`config.mk`:
```
export PLATFORM = sky130hd
export DESIGN_NAME = sbb_vpass
export DESIGN_NICKNAME = d
export VERILOG_FILES = /design/src/design/sbb_pkg.sv /design/src/design/sbb_vpass.sv
export SDC_FILE = /design/constraint.sdc
export NUM_CORES = 1
export LEC_CHECK = 0
export ABC_CLOCK_PERIOD_IN_PS = 8500
export BUFFER_PORTS_ARGS = -buffer_cell sky130_fd_sc_hd__clkbuf_2
export CAP_MARGIN = 20
export CORE_ASPECT_RATIO = 0.6
export CORE_MARGIN = 5
export CORE_UTILIZATION = 56
export CTS_CLUSTER_SIZE = 25
export DETAILED_ROUTE_END_ITERATION = 6
export HOLD_SLACK_MARGIN = 0.06
export PLACE_DENSITY = 0.8
export SLEW_MARGIN = 5
export SYNTH_ARGS = -nofsm -noshare
export SYNTH_HDL_FRONTEND = slang
export SYNTH_SLANG_ARGS = --single-unit
```
`constraint.sdc`:
```
create_clock -name aclk -period 8.5 [get_ports aclk]
set_clock_uncertainty 0.1 [all_clocks]
set_input_delay 1.7 -clock aclk [delete_from_list [all_inputs] [get_ports aclk]]
set_output_delay 1.7 -clock aclk [all_outputs]
set_load 0.005 [all_outputs]
```
`src/design/sbb_pkg.sv`:
```
// Shared types, constants and the divide-by-3 function of the box blur.
// No dependencies.
package sbb_pkg;

    localparam int PIX_W         = 16;
    localparam int HVAL_W        = 15;
    localparam int CNT_W         = 12;
    localparam int CFG_W         = 13;
    localparam int ADDR_W        = 3;
    localparam int DATA_W        = 32;
    localparam int MAX_WIDTH_DEF = 4096;

    localparam logic [CFG_W-1:0]  MIN_SIZE         = 13'd3;
    localparam logic [CFG_W-1:0]  MAX_HEIGHT       = 13'd4096;
    localparam logic [CFG_W-1:0]  LINE_WIDTH_RST   = 13'd4096;
    localparam logic [CFG_W-1:0]  FRAME_HEIGHT_RST = 13'd4096;
    localparam logic [HVAL_W-1:0] BLUR_MAX         = 15'd21845;

    // Register select: bit 2 of the byte address.
    localparam logic REG_LINE_WIDTH   = 1'b0;
    localparam logic REG_FRAME_HEIGHT = 1'b1;

    // ceil(2^17 / 3): exact floor(x / 3) for any 16-bit x after a shift by 17.
    localparam logic [16:0] DIV3_RECIP = 17'd43691;

    typedef struct packed {
        logic [CFG_W-1:0] line_width;
        logic [CFG_W-1:0] frame_height;
    } cfg_t;

    typedef struct packed {
        logic              valid;
        logic              in_range;
        logic              emit;
        logic              row_end;
        logic              frame_end;
        logic [HVAL_W-1:0] hval;
    } stage_t;

    function automatic logic [HVAL_W-1:0] div3(input logic [PIX_W-1:0] x);
        logic [32:0] prod;
        prod = {17'b0, x} * {16'b0, DIV3_RECIP};
        return prod[31:17];
    endfunction

endpackage

```
`src/design/sbb_vpass.sv`:
```
// Vertical pass of the box blur: 3-tap column sum, divide by 3, result register
// and the flow control of the stage ahead of it. Depends on sbb_pkg.
module sbb_vpass (
    input  logic                       aclk,
    input  logic                       aresetn,
    input  sbb_pkg::stage_t            stage,
    input  logic [sbb_pkg::HVAL_W-1:0] older,
    input  logic [sbb_pkg::HVAL_W-1:0] newer,
    input  logic                       m_ready,
    output logic                       b_go,
    output logic                       m_valid,
    output logic [sbb_pkg::HVAL_W-1:0] m_blurred,
    output logic                       m_row_end,
    output logic                       m_frame_end
);
    import sbb_pkg::*;

    logic              m_valid_reg;
    logic [HVAL_W-1:0] blurred_reg;
    logic              row_end_reg;
    logic              frame_end_reg;
    logic [PIX_W-1:0]  vsum;
    logic              out_free;
    logic              load;

    // At most 3 * 21845, so the sum never wraps.
    assign vsum     = PIX_W'(older) + PIX_W'(newer) + PIX_W'(stage.hval);
    assign out_free = !m_valid_reg || m_ready;
    assign b_go     = stage.valid && (!stage.emit || out_free);
    assign load     = b_go && stage.emit;

    always_ff @(posedge aclk) begin
        if (!aresetn) begin
            m_valid_reg <= 1'b0;
        end else if (load) begin
            m_valid_reg <= 1'b1;
        end else if (m_ready) begin
            m_valid_reg <= 1'b0;
        end
    end

    always_ff @(posedge aclk) begin
        if (load) begin
            blurred_reg   <= div3(vsum);
            row_end_reg   <= stage.row_end;
            frame_end_reg <= stage.frame_end;
        end
    end

    assign m_valid     = m_valid_reg;
    assign m_blurred   = blurred_reg;
    assign m_row_end   = row_end_reg;
    assign m_frame_end = frame_end_reg;

endmodule

```
==> metrics.txt <==
status=finished, violations left; failing checks=setup timing; Post-synth ARST share=0%; Worst Path Arrival=8.63 ns; via count=5756; Largest register FFs=15; Inserted Clock Buffers=3; Critical Path Max Stage Delay=0.53 ns; Post-Syn Area=6525 µm²; total gr overflow=0; final period utilization=102.7%; Layout area overhead=32.56%; CP max-delay cell=fa_1; DR WL met2=8.679 mm; worst setup margin=-0.2290 ns; Synth Register Bits=18; Horiz. Die Dim=149.4 µm; Reg clk slew, reported paths=~0.050 ns; gr usage total=about a quarter; Yosys cell types=67; Mapped Cells=678; pin count of the biggest net entering global routing=19; final net count=about 1200; CORE AREA=11340 µm²; Initial Utilization=between 50% and 60%; Avg Cell Area, Syn=9.624 µm²; ANT nets after route=0; initial antenna violation count=0; global-route wire length before repair=28.66 mm; CTS H-tree depth=1; Yosys warning total=0; share of the synthesized area in the top cell type=28.23%; detailed placement HPWL=around 15 mm; commonest cells in the netlist=166 x inv_1, 139 x ha_1, 92 x fa_1; IO Pins=roughly 70; Worst Max-Slew Pin Slew=slightly above 0.8 ns; TritonRoute pass-1 iters=5; Clock Path Buffers=2; CP Class=in -> reg; # rows=30; vias in the first global route=~6000; # hold bufs at CTS=0; WHS=0.5682 ns; sequential area share after synthesis=8.130%; final slew viol count=0; EDFF count, synth=17; Worst Hold Class=reg -> reg; met3 wire len=roughly 1.9 mm; Setup crit start kind=input port; final setup fails=10; share of cells above drive strength 1=34.10%; # Max-Cap Violations=0; FMAX=114.6 MHz; Critical Path Fanout Max=4; die extent in y=93.61 µm; Root Driver=clkbuf_16; Synth Net Count=approximately 960; Wirelength per Cell=~18 µm; top-count cell post-synth=inv_1; Slew headroom=44.74%; Worst Path Required=8.40 ns; drt via density=5.583; Die ar.=roughly 14000 µm²; RSZ-0062 raised after global routing=yes; Top FF cell, synth=edfxtp_1; Ant. Diodes=0; CP Capture Type=register; post-route minimum period=around 8.7 ns; clk_lat worst skew=between 0.2 and 0.3 ns; Fin. Hold Viols=0; port bufs=70; GPL Wtd Cong=1.036; first-iteration detailed-routing DRC count=470; Synth area leader=fa_1; CTS tree=built; WL met1=roughly 7.9 mm; Max Used Layer=met4; Routed Wire Length=18.76 mm; final core area utilization=76.30%; Synth area leaders=fa_1 28%, ha_1 27%, inv_1 9.5%; DRC errors left=0; CTS sink count=18
## placed cells by master, fill, tap and decap left out, drive strengths merged, types with 10 or more instances in the layout
cell type	n
inv	169
fa	92
ha	139
xor2	10
nand2	18
a21o	15
clkbuf	73
o21ai	15
xnor2	26
buf	128
edfxtp	17
a21oi	23
nor2	25
nor3	15
## per-layer routing
metal  track usage, %  vias to the layer above
met5                0                        -
li1                 -                     2651
met4            2.361                        0
met1            35.07                     2825
met3            9.298                       34
met2            41.24                      246
## kinds of logic (layout without fill, tap and decap cells)
family	after synthesis	after routing	synth area share (%)
buf+inv	177	370	10.30
xor+xnor	36	36	5.235
flops	18	18	8.130
mux	2	2	0.3068
simple gates	102	102	8.341
compound gates	112	112	12.81
fa+ha+maj	231	231	54.88
## worst max-delay path, delay by kind of cell
family / cells / cell delay [ns]
compound gates: 9 / 1.74
xor+xnor: 2 / 0.24
simple gates: 2 / 0.71
buf+inv: 6 / 0.43
fa+ha+maj: 9 / 3.79
## repair_timing
| action | 4_1_cts | 5_1_grt |
|---|---|---|
| gates resized for setup | 37 | 49 |
| setup endpoints to repair | 12 | 12 |
| cloned | 0 | 0 |
| setup buffers | 12 | 9 |
| pin swaps | 54 | 21 |
## cell type report
type,instances,area (µm²)
timing repair buffer,197,1336
inverter,169,639.4
multi-input combinational,483,5854
tap,160,200.2
fill,722,2686
clock buffer,4,88.84
sequential,18,530.5
## final timing paths
check,start,end,slack [ns],cells past startpoint
setup / recovery,stage[1],m_blurred[5]$_DFFE_PP_,-0.23,28
hold / removal,m_valid$_SDFFE_PN0P_,m_valid$_SDFFE_PN0P_,0.57,2
setup reg to reg,m_valid$_SDFFE_PN0P_,m_blurred[12]$_DFFE_PP_,6.60,3
hold reg to reg,m_valid$_SDFFE_PN0P_,m_valid$_SDFFE_PN0P_,0.57,2
## stage by stage
step | area [µm²] | instances | setup TNS, ns | setup WS [ns]
after floorplan | 6621 | 678 | -0.002482 | -0.002482
after global placement | 7928 | 1006 | -4.059 | -0.4469
after detailed placement | 7928 | 1006 | -5.512 | -0.5394
after CTS | 8323 | 1022 | -0.1482 | -0.06664
after global routing | 8650 | 1031 | -3.045 | -0.3780
final | 8650 | 1031 | -1.092 | -0.2290
Power is left out: the tool's default activity adds up to more than one toggle a clock period on the data nets, which glitch-free logic cannot reach.
