**src/design/sbb_pkg.sv**
```systemverilog
// Shared types, constants and the divide-by-3 function of the box blur.
// No dependencies.
package sbb_pkg;

    localparam int PIX_W         = 16;
    localparam int HVAL_W        = 15;
    localparam int CNT_W         = 12;
    localparam int CFG_W         = 13;
    localparam int ADDR_W        = 3;
    localparam int DATA_W        = 32;
    localparam int MAX_WIDTH_DEF = 4096;

    localparam logic [CFG_W-1:0]  MIN_SIZE         = 13'd3;
    localparam logic [CFG_W-1:0]  MAX_HEIGHT       = 13'd4096;
    localparam logic [CFG_W-1:0]  LINE_WIDTH_RST   = 13'd4096;
    localparam logic [CFG_W-1:0]  FRAME_HEIGHT_RST = 13'd4096;
    localparam logic [HVAL_W-1:0] BLUR_MAX         = 15'd21845;

    // Register select: bit 2 of the byte address.
    localparam logic REG_LINE_WIDTH   = 1'b0;
    localparam logic REG_FRAME_HEIGHT = 1'b1;

    // ceil(2^17 / 3): exact floor(x / 3) for any 16-bit x after a shift by 17.
    localparam logic [16:0] DIV3_RECIP = 17'd43691;

    typedef struct packed {
        logic [CFG_W-1:0] line_width;
        logic [CFG_W-1:0] frame_height;
    } cfg_t;

    typedef struct packed {
        logic              valid;
        logic              in_range;
        logic              emit;
        logic              row_end;
        logic              frame_end;
        logic [HVAL_W-1:0] hval;
    } stage_t;

    function automatic logic [HVAL_W-1:0] div3(input logic [PIX_W-1:0] x);
        logic [32:0] prod;
        prod = {17'b0, x} * {16'b0, DIV3_RECIP};
        return prod[31:17];
    endfunction

endpackage

```
**src/design/sbb_hpass.sv**
```systemverilog
// Input stage of the box blur: raster counters, horizontal 3-tap sum and divide,
// and the stage register that feeds the vertical pass. Depends on sbb_pkg.
module sbb_hpass #(
    parameter int MAX_WIDTH = sbb_pkg::MAX_WIDTH_DEF,
    localparam int AW       = $clog2(MAX_WIDTH)
) (
    input  logic                      aclk,
    input  logic                      aresetn,
    input  sbb_pkg::cfg_t             cfg,
    input  logic                      accept,
    input  logic [sbb_pkg::PIX_W-1:0] pixel,
    input  logic                      b_go,
    output logic [AW-1:0]             rd_addr,
    output logic [AW-1:0]             stage_addr,
    output sbb_pkg::stage_t           stage
);
    import sbb_pkg::*;

    localparam logic [16:0] MaxW = 17'(MAX_WIDTH);

    logic [PIX_W-1:0] prev1_reg;
    logic [PIX_W-1:0] prev2_reg;
    logic [CNT_W-1:0] col_reg;
    logic [CNT_W-1:0] col_next;
    logic [CNT_W-1:0] row_reg;
    logic [CNT_W-1:0] row_next;
    stage_t           stage_reg;
    stage_t           stage_next;
    logic [AW-1:0]    addr_reg;

    logic [16:0]      lw_ext;
    logic [16:0]      w_eff;
    logic [16:0]      col_ext;
    logic [CFG_W-1:0] h_eff;
    logic             last_col;
    logic             last_row;
    logic             in_range;
    logic [PIX_W-1:0] hsum;

    // Clamp the register values into their legal ranges.
    always_comb begin
        lw_ext = 17'(cfg.line_width);
        if (lw_ext < 17'(MIN_SIZE)) begin
            w_eff = 17'(MIN_SIZE);
        end else if (lw_ext > MaxW) begin
            w_eff = MaxW;
        end else begin
            w_eff = lw_ext;
        end
        if (cfg.frame_height < MIN_SIZE) begin
            h_eff = MIN_SIZE;
        end else if (cfg.frame_height > MAX_HEIGHT) begin
            h_eff = MAX_HEIGHT;
        end else begin
            h_eff = cfg.frame_height;
        end
    end

    assign col_ext  = 17'(col_reg);
    assign last_col = col_ext >= (w_eff - 17'd1);
    assign last_row = {1'b0, row_reg} >= (h_eff - 13'd1);
    assign in_range = (col_reg >= 12'd2) && (col_ext < MaxW);
    assign hsum     = prev2_reg + prev1_reg + pixel;
    assign rd_addr  = col_ext[AW-1:0];

    always_comb begin
        col_next = col_reg + 12'd1;
        row_next = row_reg;
        if (last_col) begin
            col_next = '0;
            row_next = last_row ? '0 : row_reg + 12'd1;
        end
    end

    always_comb begin
        stage_next           = stage_reg;
        if (accept) begin
            stage_next.valid     = 1'b1;
            stage_next.in_range  = in_range;
            stage_next.emit      = in_range && (row_reg >= 12'd2);
            stage_next.row_end   = last_col;
            stage_next.frame_end = last_col && last_row;
            stage_next.hval      = div3(hsum);
        end else if (b_go) begin
            stage_next.valid     = 1'b0;
        end
    end

    always_ff @(posedge aclk) begin
        if (!aresetn) begin
            prev1_reg       <= '0;
            prev2_reg       <= '0;
            col_reg         <= '0;
            row_reg         <= '0;
            stage_reg.valid <= 1'b0;
        end else begin
            stage_reg.valid <= stage_next.valid;
            if (accept) begin
                prev1_reg <= pixel;
                prev2_reg <= prev1_reg;
                col_reg   <= col_next;
                row_reg   <= row_next;
            end
        end
    end

    always_ff @(posedge aclk) begin
        stage_reg.in_range  <= stage_next.in_range;
        stage_reg.emit      <= stage_next.emit;
        stage_reg.row_end   <= stage_next.row_end;
        stage_reg.frame_end <= stage_next.frame_end;
        stage_reg.hval      <= stage_next.hval;
        if (accept) begin
            addr_reg <= rd_addr;
        end
    end

    assign stage      = stage_reg;
    assign stage_addr = addr_reg;

endmodule

```
**config.mk**
```make
export PLATFORM = sky130hd
export DESIGN_NAME = sbb_hpass
export DESIGN_NICKNAME = d
export VERILOG_FILES = /design/src/design/sbb_pkg.sv /design/src/design/sbb_hpass.sv
export SDC_FILE = /design/constraint.sdc
export NUM_CORES = 1
export LEC_CHECK = 0
export CAP_MARGIN = 20
export CORE_MARGIN = 4
export CORE_UTILIZATION = 60
export CTS_CLUSTER_DIAMETER = 100
export DETAILED_ROUTE_END_ITERATION = 16
export DONT_BUFFER_PORTS = 1
export HOLD_SLACK_MARGIN = 0.12
export PLACE_DENSITY = 0.79
export SLEW_MARGIN = 20
export SYNTH_ARGS = -nofsm -noshare
export SYNTH_HDL_FRONTEND = slang
export SYNTH_SLANG_ARGS = --single-unit
export TNS_END_PERCENT = 20
```
**constraint.sdc**
```tcl
create_clock -name aclk -period 10.14 [get_ports aclk]
set_clock_uncertainty 0.15 [all_clocks]
set_input_delay 2.028 -clock aclk [delete_from_list [all_inputs] [get_ports aclk]]
set_output_delay 2.028 -clock aclk [all_outputs]
set_load 0.005 [all_outputs]
```
==> flow_summary_export.csv <==
group,metric,value,unit
run_status,run_status,"completed",
final_layout,leading_cell_types_in_the_layout_fill_and_taps_excluded,"sky130_fd_sc_hd__ha_1 (170), sky130_fd_sc_hd__inv_1 (164), sky130_fd_sc_hd__nor2_1 (99), sky130_fd_sc_hd__fa_1 (94), sky130_fd_sc_hd__dfxtp_1 (57)",
timing,achievable-frequency,104,MHz
floorplanning,start_util,0.619,
clock_tree,cts_post_setup_buffers_inserted,0,
timing,finalSetupViolations,0,
detailed_routing,detail_route.drc_violations,0,
worst_setup_path,worst_path_dominant_cell_family,"adder cells",
clock_tree,root_buffer,"sky130_fd_sc_hd__clkbuf_16",
final_layout,layout_commonest_cell,"sky130_fd_sc_hd__ha_1",
timing,final-hold-violation-count,0,
final_layout,nets,1351,
global_routing,globalRoute.totalOverflow,0,
place,buffer_ports.inserted,0,
final_layout,layout-drive-gt1-share,0.0382,
synthesis,synth_sequential_area_ratio,0.209,
detailed_routing,vias_per_cell,5.75,
global_routing,number_of_antenna_violations_at_the_first_check_in_global_routing,0,
clock_tree,cts-buffers-inserted,9,
floorplanning,placeableCoreArea,16000,um2
synthesis,netlist_instances,1043,
global_routing,number_of_global_route_vias_before_repair,7215,
final_layout,max_reg_flops,20,
synthesis,muxShareOfSynthArea,0.0350,
timing,final_max_slew_viol_count,0,
synthesis,synth_compound_gate_area_share,0.102,
clock_tree,cts-htree-levels,3,
place,gp_routability_congestion,0.909,
timing,timing_worst_slew_pin_value,933,ps
worst_setup_path,rr_worst_depth,30,
floorplanning,chipWidth,136,um
synthesis,synth.avg_cell_area,9.49,um2
timing,rsz0062_at_grt,"false",
worst_setup_path,critPathLaunchType,"input pin",
detailed_routing,wire_per_inst,16.3,um
worst_setup_path,worst-endpoint-arrival,9590,ps
detailed_routing,detail_route.first_pass.iterations,5,
min_path,holdPathStages,2,
place,hpwl,16800,um
clock_tree,tritoncts,"done",
floorplanning,fp.dieH,136,um
clock_tree,cts_sinks,88,
min_path,min-delay-path-class,"reg2reg",
clock_tree,clk_path_buf_depth,2,
place,placedCellCount,1246,
worst_setup_path,timing_worst_setup_path_type,"in2reg",
timing,final_min_period_over_clock_period,0.950,
clock_tree,clkTransAtPathRegs,70,ps
synthesis,synth-xor-area-share,0.0504,
worst_setup_path,critPathCaptureType,"register",
synthesis,synthArstFlopShare,0,
detailed_routing,vias,7262,
final_layout,instances_no_fill,1262,
synthesis,syn_area,9900,um2
detailed_routing,detail_route.wirelength,20500,um
detailed_routing,drt_first_iter_violations,393,
synthesis,ys_warn_count,0,
worst_setup_path,slowest_delay,530,ps
synthesis,synthDominantCellAreaShare,0.215,
timing,slew_headroom,0.373,
worst_setup_path,crit_buf_inv,4,
worst_setup_path,cp_max_fo,5,
synthesis,synth_ff_type,"sky130_fd_sc_hd__dfxtp_1",
synthesis,synth_simple_gate_area_share,0.127,
synthesis,ys_top_cells_by_area,"sky130_fd_sc_hd__ha_1 (21%), sky130_fd_sc_hd__fa_1 (19%), sky130_fd_sc_hd__dfxtp_1 (12%)",
synthesis,synth_top_family_by_area,"adder cells",
detailed_routing,ant_nets,0,
global_routing,grt_util_all_layers,0.231,
worst_setup_path,slowest_stage,"sky130_fd_sc_hd__fa_1",
worst_setup_path,worst-endpoint-required,10100,ps
worst_setup_path,cp_num_cells,30,
final_layout,layout-area-overhead-vs-synth,5.60,%
timing,final.min_clock_period,9630,ps
global_routing,wire_length_of_the_first_global_routing_pass,34200,um
synthesis,synth-edff-count,31,
synthesis,ys_ff_latch,88,
floorplanning,dieArea,18600,um2
synthesis,netlist.top_cell.by_area,"sky130_fd_sc_hd__ha_1",
floorplanning,io_pins,90,
floorplanning,placement_rows,46,
synthesis,synthesis.nets,1353,
clock_tree,clkLatencyLatePin,360,ps
job,maximum_capacitance_violations,0,
synthesis,synth-adder-area-share,0.405,
global_routing,grt_max_degree,74,
synthesis,synth_cell_type_count,60,
worst_setup_path,timing.critical_path.mode_cell,"sky130_fd_sc_hd__fa_1",
final_layout,insertedDiodeCount,0,
==> cells by family (layout without fill, tap and decap cells) <==
group / Yosys count / in the layout
xor+xnor: 57 / 57
compound gates: 153 / 153
simple gates: 261 / 261
mux: 34 / 34
flops: 88 / 88
buf+inv: 186 / 189
fa+ha+maj: 264 / 264
==> routing by layer <==
metal / up-vias / wire length (um) / GRT usage / share of wire
met5: - / 0 / 0 / 0
met4: 0 / 519 / 0.0812 / 0.025
met3: 47 / 1240 / 0.0477 / 0.060
met2: 181 / 9820 / 0.369 / 0.48
met1: 3453 / 8960 / 0.313 / 0.44
li1: 3581 / - / - / -
==> path summary, 6_finish.rpt <==
path / startpoint / to / slack [ps]
max: pixel[1] / stage[14]$_DFFE_PP_ / 510
min: prev2_reg[1]$_SDFFE_PN0P_ / prev2_reg[1]$_SDFFE_PN0P_ / 350
max reg2reg: prev1_reg[1]$_SDFFE_PN0P_ / stage[14]$_DFFE_PP_ / 1830
min reg2reg: prev2_reg[1]$_SDFFE_PN0P_ / prev2_reg[1]$_SDFFE_PN0P_ / 350
==> what timing repair did <==
item | CTS | global route
hold endpoints to repair | 0 | 0
endpoints found under the setup margin | 0 | 6
gates resized for setup | 0 | 4
hold buffers | 0 | 0
==> cells in the mapped netlist, types with 24 or more instances <==
library cell and number:
sky130_fd_sc_hd__fa_1 94, sky130_fd_sc_hd__xor2_1 24, sky130_fd_sc_hd__nor2_1 99, sky130_fd_sc_hd__edfxtp_1 31
sky130_fd_sc_hd__dfxtp_1 57, sky130_fd_sc_hd__a21oi_1 49, sky130_fd_sc_hd__nand3_1 31, sky130_fd_sc_hd__nand2_1 44
sky130_fd_sc_hd__mux2i_1 32, sky130_fd_sc_hd__xnor2_1 33, sky130_fd_sc_hd__inv_1 165, sky130_fd_sc_hd__ha_1 170
==> stage by stage <==
stage,hold slack [ps],area [um2],utilization,setup TNS [ps],worst slack (ps)
detailed placement,341,10100,0.634,-75.7,-75.7
global route,374,10500,0.654,0,38.5
CTS,358,10400,0.653,0,238
finish,347,10500,0.654,0,509
floorplan,310,9900,-,0,429
global placement,326,10100,0.634,0,197
==> worst reg2reg max path: cells and delay by family (launching register included) <==
kind	cells	cell delay, ps
flip-flops	1	350
XOR/XNOR	1	270
AO/OA/AOI/OAI	10	2130
adder cells (fa/ha/maj)	10	4100
AND/OR/NAND/NOR	5	850
buffers and inverters	4	210
==> layout make-up <==
class,count,area (um2)
Clock buffer,9,225
Tap cell,216,270
Multi-Input combinational cell,769,7140
Timing Repair Buffer,8,60.1
Inverter,165,619
Fill cell,1324,5540
Sequential cell,88,2070
Clock inverter,7,71.3
Power is left out: the tool's default activity adds up to more than one toggle a clock period on the data nets, which glitch-free logic cannot reach.
