### src/design/sbb_pkg.sv
// Shared types, constants and the divide-by-3 function of the box blur.
// No dependencies.
package sbb_pkg;

    localparam int PIX_W         = 16;
    localparam int HVAL_W        = 15;
    localparam int CNT_W         = 12;
    localparam int CFG_W         = 13;
    localparam int ADDR_W        = 3;
    localparam int DATA_W        = 32;
    localparam int MAX_WIDTH_DEF = 4096;

    localparam logic [CFG_W-1:0]  MIN_SIZE         = 13'd3;
    localparam logic [CFG_W-1:0]  MAX_HEIGHT       = 13'd4096;
    localparam logic [CFG_W-1:0]  LINE_WIDTH_RST   = 13'd4096;
    localparam logic [CFG_W-1:0]  FRAME_HEIGHT_RST = 13'd4096;
    localparam logic [HVAL_W-1:0] BLUR_MAX         = 15'd21845;

    // Register select: bit 2 of the byte address.
    localparam logic REG_LINE_WIDTH   = 1'b0;
    localparam logic REG_FRAME_HEIGHT = 1'b1;

    // ceil(2^17 / 3): exact floor(x / 3) for any 16-bit x after a shift by 17.
    localparam logic [16:0] DIV3_RECIP = 17'd43691;

    typedef struct packed {
        logic [CFG_W-1:0] line_width;
        logic [CFG_W-1:0] frame_height;
    } cfg_t;

    typedef struct packed {
        logic              valid;
        logic              in_range;
        logic              emit;
        logic              row_end;
        logic              frame_end;
        logic [HVAL_W-1:0] hval;
    } stage_t;

    function automatic logic [HVAL_W-1:0] div3(input logic [PIX_W-1:0] x);
        logic [32:0] prod;
        prod = {17'b0, x} * {16'b0, DIV3_RECIP};
        return prod[31:17];
    endfunction

endpackage

### src/design/sbb_regs.sv
// Configuration registers of the box blur behind an APB-style port.
// Depends on sbb_pkg.
module sbb_regs (
    input  logic                         aclk,
    input  logic                         aresetn,
    input  logic                         psel,
    input  logic                         penable,
    input  logic                         pwrite,
    input  logic [sbb_pkg::ADDR_W-1:0]   paddr,
    input  logic [sbb_pkg::DATA_W-1:0]   pwdata,
    output logic [sbb_pkg::DATA_W-1:0]   prdata,
    output sbb_pkg::cfg_t                cfg
);
    import sbb_pkg::*;

    logic [CFG_W-1:0] line_width_reg;
    logic [CFG_W-1:0] frame_height_reg;
    logic             wr_en;
    logic             reg_sel;

    assign wr_en   = psel & penable & pwrite;
    assign reg_sel = paddr[2];

    always_ff @(posedge aclk) begin
        if (!aresetn) begin
            line_width_reg   <= LINE_WIDTH_RST;
            frame_height_reg <= FRAME_HEIGHT_RST;
        end else if (wr_en) begin
            unique case (reg_sel)
                REG_LINE_WIDTH:   line_width_reg   <= pwdata[CFG_W-1:0];
                REG_FRAME_HEIGHT: frame_height_reg <= pwdata[CFG_W-1:0];
                default:          line_width_reg   <= line_width_reg;
            endcase
        end
    end

    always_comb begin
        unique case (reg_sel)
            REG_LINE_WIDTH:   prdata = {{(DATA_W-CFG_W){1'b0}}, line_width_reg};
            REG_FRAME_HEIGHT: prdata = {{(DATA_W-CFG_W){1'b0}}, frame_height_reg};
            default:          prdata = '0;
        endcase
    end

    assign cfg.line_width   = line_width_reg;
    assign cfg.frame_height = frame_height_reg;

endmodule

### config.mk
export PLATFORM = sky130hd
export DESIGN_NAME = sbb_regs
export DESIGN_NICKNAME = d
export VERILOG_FILES = /design/src/design/sbb_pkg.sv /design/src/design/sbb_regs.sv
export SDC_FILE = /design/constraint.sdc
export NUM_CORES = 1
export LEC_CHECK = 0
export BUFFER_PORTS_ARGS = -buffer_cell sky130_fd_sc_hd__buf_4
export CORE_UTILIZATION = 23
export CTS_CLUSTER_DIAMETER = 200
export CTS_CLUSTER_SIZE = 20
export DETAILED_ROUTE_END_ITERATION = 10
export PLACE_DENSITY = 0.5
export SKIP_CTS_REPAIR_TIMING = 1
export SLEW_MARGIN = 25
export SYNTH_ARGS = -nofsm -noshare
export SYNTH_HDL_FRONTEND = slang
export SYNTH_SLANG_ARGS = --single-unit
export TNS_END_PERCENT = 10
### constraint.sdc
create_clock -name aclk -period 0.8 [get_ports aclk]
set_input_delay 0.04 -clock aclk [delete_from_list [all_inputs] [get_ports aclk]]
set_output_delay 0.04 -clock aclk [all_outputs]
set_load 0.02 [all_outputs]
==> flow_summary.yaml, run 1 <==
sta:
  fmax_ghz: 0.954
  finalSetupTns_ps: -4990
  setup_violations: 35
  period_minus_slack_ps: 1050
  drv_slew: 0
  hold_slack_ps: 30.1
  fin_crit_sh: 1.31
  worst_slack_ps: -248
  rsz0062_at_grt: "true"
  skew_ps: 0
  timing_hold_violations_final: 0
yosys:
  ys_seq_area_frac: 0.394
  ys_ff_latch: 26
  synth_top_area_cell: "dfxtp_1"
  syn_area_um2: 1320
  yosys-top-cells-area: "dfxtp_1, mux2i_1, mux2_2"
  ys.warnings.count: 0
  syn_area_per_cell_um2: 9.85
  yosysTopAreaCellShare: 0.394
  ys_types: 12
  syn-instance-count: 134
grt:
  antenna_found_initial: 0
  grt_pass1_wl_um: 5000
  grt_max_degree: 19
  grt_usage: 0.107
  grt_overflow: 0
  first_global_vias: 1073
clocking:
  cts_tree: "built"
  cts_root_buffer: "clkbuf_8"
  cts_buffers: 3
  cts.sinks: 26
  clockBufferDepth: 2
  clkTransAtPathRegs_ps: 90
  insertion_delay_ps: 270
  htree_levels: 1
floorplanning:
  pin_count: 98
  die_h_um: 77.8
  num_rows: 27
  start_util: 0.240
  core_area_um2: 5510
  die_x_um: 77.8
  die_area_um2: 6050
finish:
  post_route_cells_drive_above_1_share: 0.577
  nets: 256
  fill_cells: 583
  diodes: 0
  area_growth_pct: 69.9
placed_design:
  gp_congestion: 0.626
  numPortBuffers: 57
  hpwl_um: 2310
detailed_routing:
  via_per_inst: 3.93
  drtPass1Iterations: 4
  drt_iter0_drc: 11
  routedWlPerCell_um: 10.9
  via_count: 1128
  drt_drc_violations_left: 0
  wl_um: 3130
  ant_nets: 0
critical_path:
  rr_endpoint: "line_width_reg[12]"
  r2r_start: "line_width_reg[12]"
  worstPathMaxFanout: 3
  crit_type: "reg2out"
  reg2reg_depth: 3
  worstPathArrival_ps: 1010
  crit_start: "frame_height_reg[8]"
  crit_required_ps: 760
  cp-end-kind: "primary output"
  rrSetupSlack_ps: 60
  crit_end: "prdata[8]"
  start_kind: "flop"
outcome:
  status: "complete, but fails checks"
  violations: "setup timing"
pwr:
  leakage_nw: 1.22
  p_sw_frac: 0.264
  power_frac_clock: 0.312
  power.switching_mw: 0.733
  seqPwrFrac: 0.484
  ir_drop_v: 0.000532
  p_int_mw: 2.04
  power_density_nw_per_um2: 1240
  comb_power_share: 0.205
hold_path:
  hp-class: "in2reg"
  min_from: "pwdata[5]"
run:
  maxCapViolCount: 0
==> worst max-delay path: stages, from the launching register on <==
cell and delay (ps):
dfxtp_2 340, mux2_4 260, buf_6 130
==> cell families after synthesis <==
logic type / Yosys count / synth area share
simple gates: 41 / 0.144
buf+inv: 27 / 0.151
other cells: 1 / 0.00284
mux: 39 / 0.308
flops: 26 / 0.394
==> power by group through the flow <==
stage	clock network [mW]	registers, mW	logic, mW
floorplan	0	1.40	0.314
global placement	0	1.37	0.529
detailed placement	0	1.37	0.530
CTS	0.916	1.34	0.532
global route	0.969	1.35	0.612
finish	0.865	1.34	0.568
==> routing by layer <==
layer | wire, um | vias up | track usage
met3 | 130 | 5 | 0.0118
met1 | 1360 | 522 | 0.125
met5 | 0 | - | 0
met2 | 1580 | 36 | 0.191
met4 | 61 | 0 | 0.0509
li1 | - | 565 | -
==> layout make-up <==
cell class	count	area, um^2	share of cell area
Multi-Input combinational cell	99	706	0.315
Tap cell	72	90.1	0.0402
Sequential cell	26	544	0.243
Clock buffer	4	55.1	0.0246
Timing Repair Buffer	86	847	0.378
==> stage by stage <==
| stage | power (mW) | area (um^2) | cells | setup WS [ps] | utilization |
|---|---|---|---|---|---|
| after floorplan | 1.72 | 1390 | 152 | 21.0 | - |
| after global placement | 1.90 | 1990 | 283 | -42.2 | 0.361 |
| final | 2.77 | 2240 | 287 | -248 | 0.407 |
| after global routing | 2.93 | 2240 | 287 | -282 | 0.407 |
| after CTS | 2.78 | 2040 | 287 | -276 | 0.371 |
| after detailed placement | 1.90 | 1990 | 283 | -48.2 | 0.361 |
==> cells in the mapped netlist <==
cell and count:
dfxtp_1 26, mux2i_1 26, buf_6 3, conb_1 1, nand4_2 1, nand4b_4 1
clkbuf_1 2, buf_2 3, mux2_2 13, buf_4 19, nand2_1 36, nor2b_1 3
==> how the worst min path moves through the flow <==
stage / slack, ps / depth (start not counted) / endpoint
6_report: 30 / 3 / frame_height_reg[5]
5_1_grt: 30 / 3 / frame_height_reg[4]
4_1_cts: 20 / 3 / frame_height_reg[12]
3_5_place_dp: 320 / 3 / frame_height_reg[12]
3_3_place_gp: 310 / 3 / frame_height_reg[12]
2_1_floorplan: 200 / 2 / frame_height_reg[0]
==> cells in the final DEF, fill, tap and decap left out, types with 4 or more instances in the layout <==
| master | netlist | layout |
|---|---|---|
| buf_12 | 0 | 5 |
| buf_4 | 19 | 44 |
| buf_6 | 3 | 37 |
| clkbuf_8 | 0 | 4 |
| conb_1 | 1 | 19 |
| dfxtp_1 | 26 | 7 |
| dfxtp_2 | 0 | 19 |
| mux2_4 | 0 | 10 |
| mux2i_1 | 26 | 26 |
| nand2_1 | 36 | 36 |
Note: power is estimated with default switching activity, not from simulation.
==> run 2, diff against run 1 <==
--- a/config.mk
+++ b/config.mk
@@ -10,7 +10,7 @@
 export CTS_CLUSTER_DIAMETER = 200
 export CTS_CLUSTER_SIZE = 20
 export DETAILED_ROUTE_END_ITERATION = 10
-export PLACE_DENSITY = 0.5
+export PLACE_DENSITY_LB_ADDON = 0.12
 export SKIP_CTS_REPAIR_TIMING = 1
 export SLEW_MARGIN = 25
 export SYNTH_ARGS = -nofsm -noshare
==> constraint.sdc (replaced) <==
create_clock -name aclk -period 0.8 [get_ports aclk]
set_input_delay 0.16 -clock aclk [delete_from_list [all_inputs] [get_ports aclk]]
set_output_delay 0.16 -clock aclk [all_outputs]
set_load 0.02 [all_outputs]
==> flow_summary.yaml, run 2 (same netlist as run 1, synthesis figures left out) <==
pwr:
  comb_power_share: 0.194
  power.switching_mw: 0.716
  power_frac_clock: 0.358
  p_int_mw: 2.27
  p_sw_frac: 0.240
  ir_drop_v: 0.000629
  seqPwrFrac: 0.448
  power_density_nw_per_um2: 1310
  leakage_nw: 1.23
grt:
  grt_pass1_wl_um: 5390
  grt_usage: 0.113
  grt_max_degree: 22
  antenna_found_initial: 0
  first_global_vias: 1183
  grt_overflow: 0
floorplanning:
  start_util: 0.240
  die_x_um: 77.8
  die_area_um2: 6050
  pin_count: 98
  die_h_um: 77.8
  num_rows: 27
  core_area_um2: 5510
sta:
  fmax_ghz: 0.859
  finalSetupTns_ps: -10410
  drv_slew: 0
  fin_crit_sh: 1.46
  rsz0062_at_grt: "true"
  skew_ps: 0
  period_minus_slack_ps: 1160
  setup_violations: 52
  timing_hold_violations_final: 0
  worst_slack_ps: -364
clocking:
  cts_root_buffer: "clkbuf_8"
  htree_levels: 1
  clkTransAtPathRegs_ps: 90
  cts_tree: "built"
  cts_buffers: 3
  cts.sinks: 26
  clockBufferDepth: 2
  insertion_delay_ps: 260
critical_path:
  cp-end-kind: "primary output"
  path_cells: "mux2_4 -> buf_6"
  worstSetupPathDepth: 2
  cp_top_family: "flip-flops"
  worstPathMaxFanout: 2
  worstPathArrival_ps: 1000
  reg2reg_depth: 3
  slowest_stage: "dfxtp_2"
  cp.buffers_inverters: 1
  crit_required_ps: 640
  start_kind: "flop"
  crit_type: "reg2out"
  max_stage_delay_ps: 330
run:
  maxCapViolCount: 0
placed_design:
  dpl-instance-area_um2: 2030
  gp_congestion: 0.705
  hpwl_um: 2660
  numPortBuffers: 57
finish:
  final_cell_mix: "buf_4, buf_6, nand2_1, mux2i_1, conb_1"
  post_route_cells_drive_above_1_share: 0.571
  stdcell_area_um2: 2280
  final_util: 0.414
  diodes: 0
  fill_cells: 563
  layout.cells.most_common: "buf_4"
  nets: 260
  area_growth_pct: 72.9
detailed_routing:
  ant_nets: 0
  via_per_inst: 3.94
  drt_iter0_drc: 15
  drtPass1Iterations: 4
  routedWlPerCell_um: 11.4
  via_count: 1146
  wl_um: 3330
  drt_drc_violations_left: 0
hold_path:
  min_path_cells: 3
  hp-class: "in2reg"
outcome:
  status: "complete, but fails checks"
  violations: "setup timing"
-- run 2: layout make-up --
cell class | instances | area (um^2) | area share
repair buffers | 90 | 871 | 0.382
multi-input cells | 99 | 709 | 0.311
flip-flops and latches | 26 | 541 | 0.237
well taps | 72 | 90.1 | 0.0395
clock buffers | 3 | 41.3 | 0.0181
clock inverters | 1 | 30.0 | 0.0132
-- run 2: tightest hold or removal path, cell delays in order --
cell and delay [ps]:
buf_4 110, nand2_1 60, mux2i_1 60
-- run 2: stage by stage --
stage	instances	hold slack, ps	total power [mW]	setup slack (ps)
2_1_floorplan	152	321	1.74	-101
3_5_place_dp	287	446	1.91	-396
6_report	291	156	2.99	-364
5_1_grt	291	164	3.12	-395
3_3_place_gp	287	427	1.90	-378
4_1_cts	291	152	3.00	-398
-- run 2: worst paths after layout --
check	slack, ps	start	end
worst max-delay path	-360	line_width_reg[7]	prdata[7]
worst min register to register	570	line_width_reg[9]	line_width_reg[9]
worst min-delay path	160	pwdata[9]	line_width_reg[9]
worst max register to register	70	frame_height_reg[12]	frame_height_reg[12]
-- run 2: power groups by stage --
| stage | clock network [mW] | registers (mW) | logic (mW) |
|---|---|---|---|
| 5_1_grt | 1.16 | 1.35 | 0.618 |
| 2_1_floorplan | 0 | 1.41 | 0.335 |
| 3_3_place_gp | 0 | 1.36 | 0.539 |
| 3_5_place_dp | 0 | 1.37 | 0.545 |
| 4_1_cts | 1.12 | 1.34 | 0.547 |
| 6_report | 1.07 | 1.34 | 0.579 |
-- run 2: routing by layer --
layer  routed length, um  track usage
met1                1300        0.116
met2                1780        0.217
met3                 225       0.0259
met4                  23       0.0472
met5                   0            0
==> run 3, diff against run 2 <==
--- a/config.mk
+++ b/config.mk
@@ -11,7 +11,6 @@
 export CTS_CLUSTER_SIZE = 20
 export DETAILED_ROUTE_END_ITERATION = 10
 export PLACE_DENSITY_LB_ADDON = 0.12
-export SKIP_CTS_REPAIR_TIMING = 1
 export SLEW_MARGIN = 25
 export SYNTH_ARGS = -nofsm -noshare
 export SYNTH_HDL_FRONTEND = slang
==> flow_summary.yaml, run 3 (same netlist as run 1, synthesis figures left out) <==
sta:
  rsz0062_at_grt: "true"
  skew_ps: 0
  setup_violations: 52
  fmax_ghz: 0.859
  fin_crit_sh: 1.46
  worst_slack_ps: -364
  period_minus_slack_ps: 1160
  drv_slew: 0
  timing_hold_violations_final: 0
detailed_routing:
  drt_drc_violations_left: 0
  drt_iter0_drc: 29
  via_count: 1145
  ant_nets: 0
  via_per_inst: 3.93
  wl_um: 3340
  routedWlPerCell_um: 11.5
  drtPass1Iterations: 4
hold_path:
  holdPathEnd: "line_width_reg[9]"
  min_path_cells: 3
  min_from: "pwdata[9]"
  hp-class: "in2reg"
run:
  maxCapViolCount: 0
critical_path:
  crit_required_ps: 640
  r2r_start: "frame_height_reg[12]"
  crit_type: "reg2out"
  reg2reg_depth: 3
  rrSetupSlack_ps: 70
  start_kind: "flop"
  worstPathMaxFanout: 2
  cp-end-kind: "primary output"
  rr_endpoint: "frame_height_reg[12]"
  worstPathArrival_ps: 1000
floorplanning:
  start_util: 0.240
  die_area_um2: 6050
  pin_count: 98
  num_rows: 27
  die_h_um: 77.8
  core_area_um2: 5510
  die_x_um: 77.8
finish:
  stdcell_area_um2: 2300
  area_growth_pct: 74.1
  fill_cells: 562
  post_route_cells_drive_above_1_share: 0.575
  seqCellArea_um2: 542
  finalNonFillerCells: 291
  multi_input_area_um2: 713
  diodes: 0
  nets: 260
  final_cell_mix: "buf_4, buf_6, nand2_1, mux2i_1, conb_1"
grt:
  grt_max_degree: 22
  grt_pass1_wl_um: 5450
  grt_overflow: 0
  first_global_vias: 1203
  grt_usage: 0.114
  antenna_found_initial: 0
placed_design:
  gp_congestion: 0.705
  placed_cells: 287
  dpl-instance-area_um2: 2030
  numPortBuffers: 57
  hpwl_um: 2660
clocking:
  ctsHoldBuffers: 0
  cts_resized: 27
  clkTransAtPathRegs_ps: 90
  insertion_delay_ps: 260
  cts_buffers: 3
  cts_setup_buffers: 0
  cts_tree: "built"
  cts.sinks: 26
  cts_root_buffer: "clkbuf_8"
  htree_levels: 1
  clockBufferDepth: 2
outcome:
  status: "complete, but fails checks"
  violations: "setup timing"
pwr:
  power_density_nw_per_um2: 1300
  leakage_nw: 1.24
  ir_drop_v: 0.000622
-- run 3: worst max-delay path by stage --
| stage | slack (ps) | to | startpoint | depth (start not counted) |
|---|---|---|---|---|
| after floorplan | -100 | prdata[11] | paddr[2] | 3 |
| after global placement | -380 | line_width_reg[3] | paddr[2] | 4 |
| after detailed placement | -400 | line_width_reg[1] | paddr[2] | 4 |
| after CTS | -380 | prdata[2] | line_width_reg[2] | 2 |
| after global routing | -400 | prdata[8] | line_width_reg[8] | 2 |
| final | -360 | prdata[5] | line_width_reg[5] | 2 |
-- run 3: report_power, final --
group | leakage, nW | internal, mW | switching [mW]
Clock | 0.0357 | 0.669 | 0.405
Sequential | 0.219 | 1.32 | 0.0165
Combinational | 0.986 | 0.284 | 0.299
Total | 1.24 | 2.28 | 0.721
-- run 3: area by class of cell --
cell class              instances  area share
clock buffers                   3      0.0180
multi-input cells              99       0.310
flip-flops and latches         26       0.236
repair buffers                 90       0.384
clock inverters                 1      0.0131
well taps                      72      0.0392
-- run 3: worst max-delay path, stage by stage, from the launching register on --
cell and delay [ps]:
dfxtp_1 320, mux2_4 260, buf_4 150
-- run 3: layer usage --
layer,share of wire,up-vias,track usage
li1,-,573,-
met1,0.39,531,0.119
met2,0.53,39,0.218
met3,0.066,2,0.0271
met4,0.0069,0,0.0472
met5,0,-,0
-- run 3: metrics by stage --
step                setup slack, ps   util  hold slack, ps  TNS [ps]  total power [mW]
floorplan                      -101      -             321     -2020              1.74
global placement               -378  0.369             427    -10110              1.90
detailed placement             -396  0.369             446    -10460              1.91
CTS                            -381  0.397             145    -11620              3.03
global route                   -396  0.417             162    -12210              3.13
finish                         -364  0.417             155    -10420              3.00
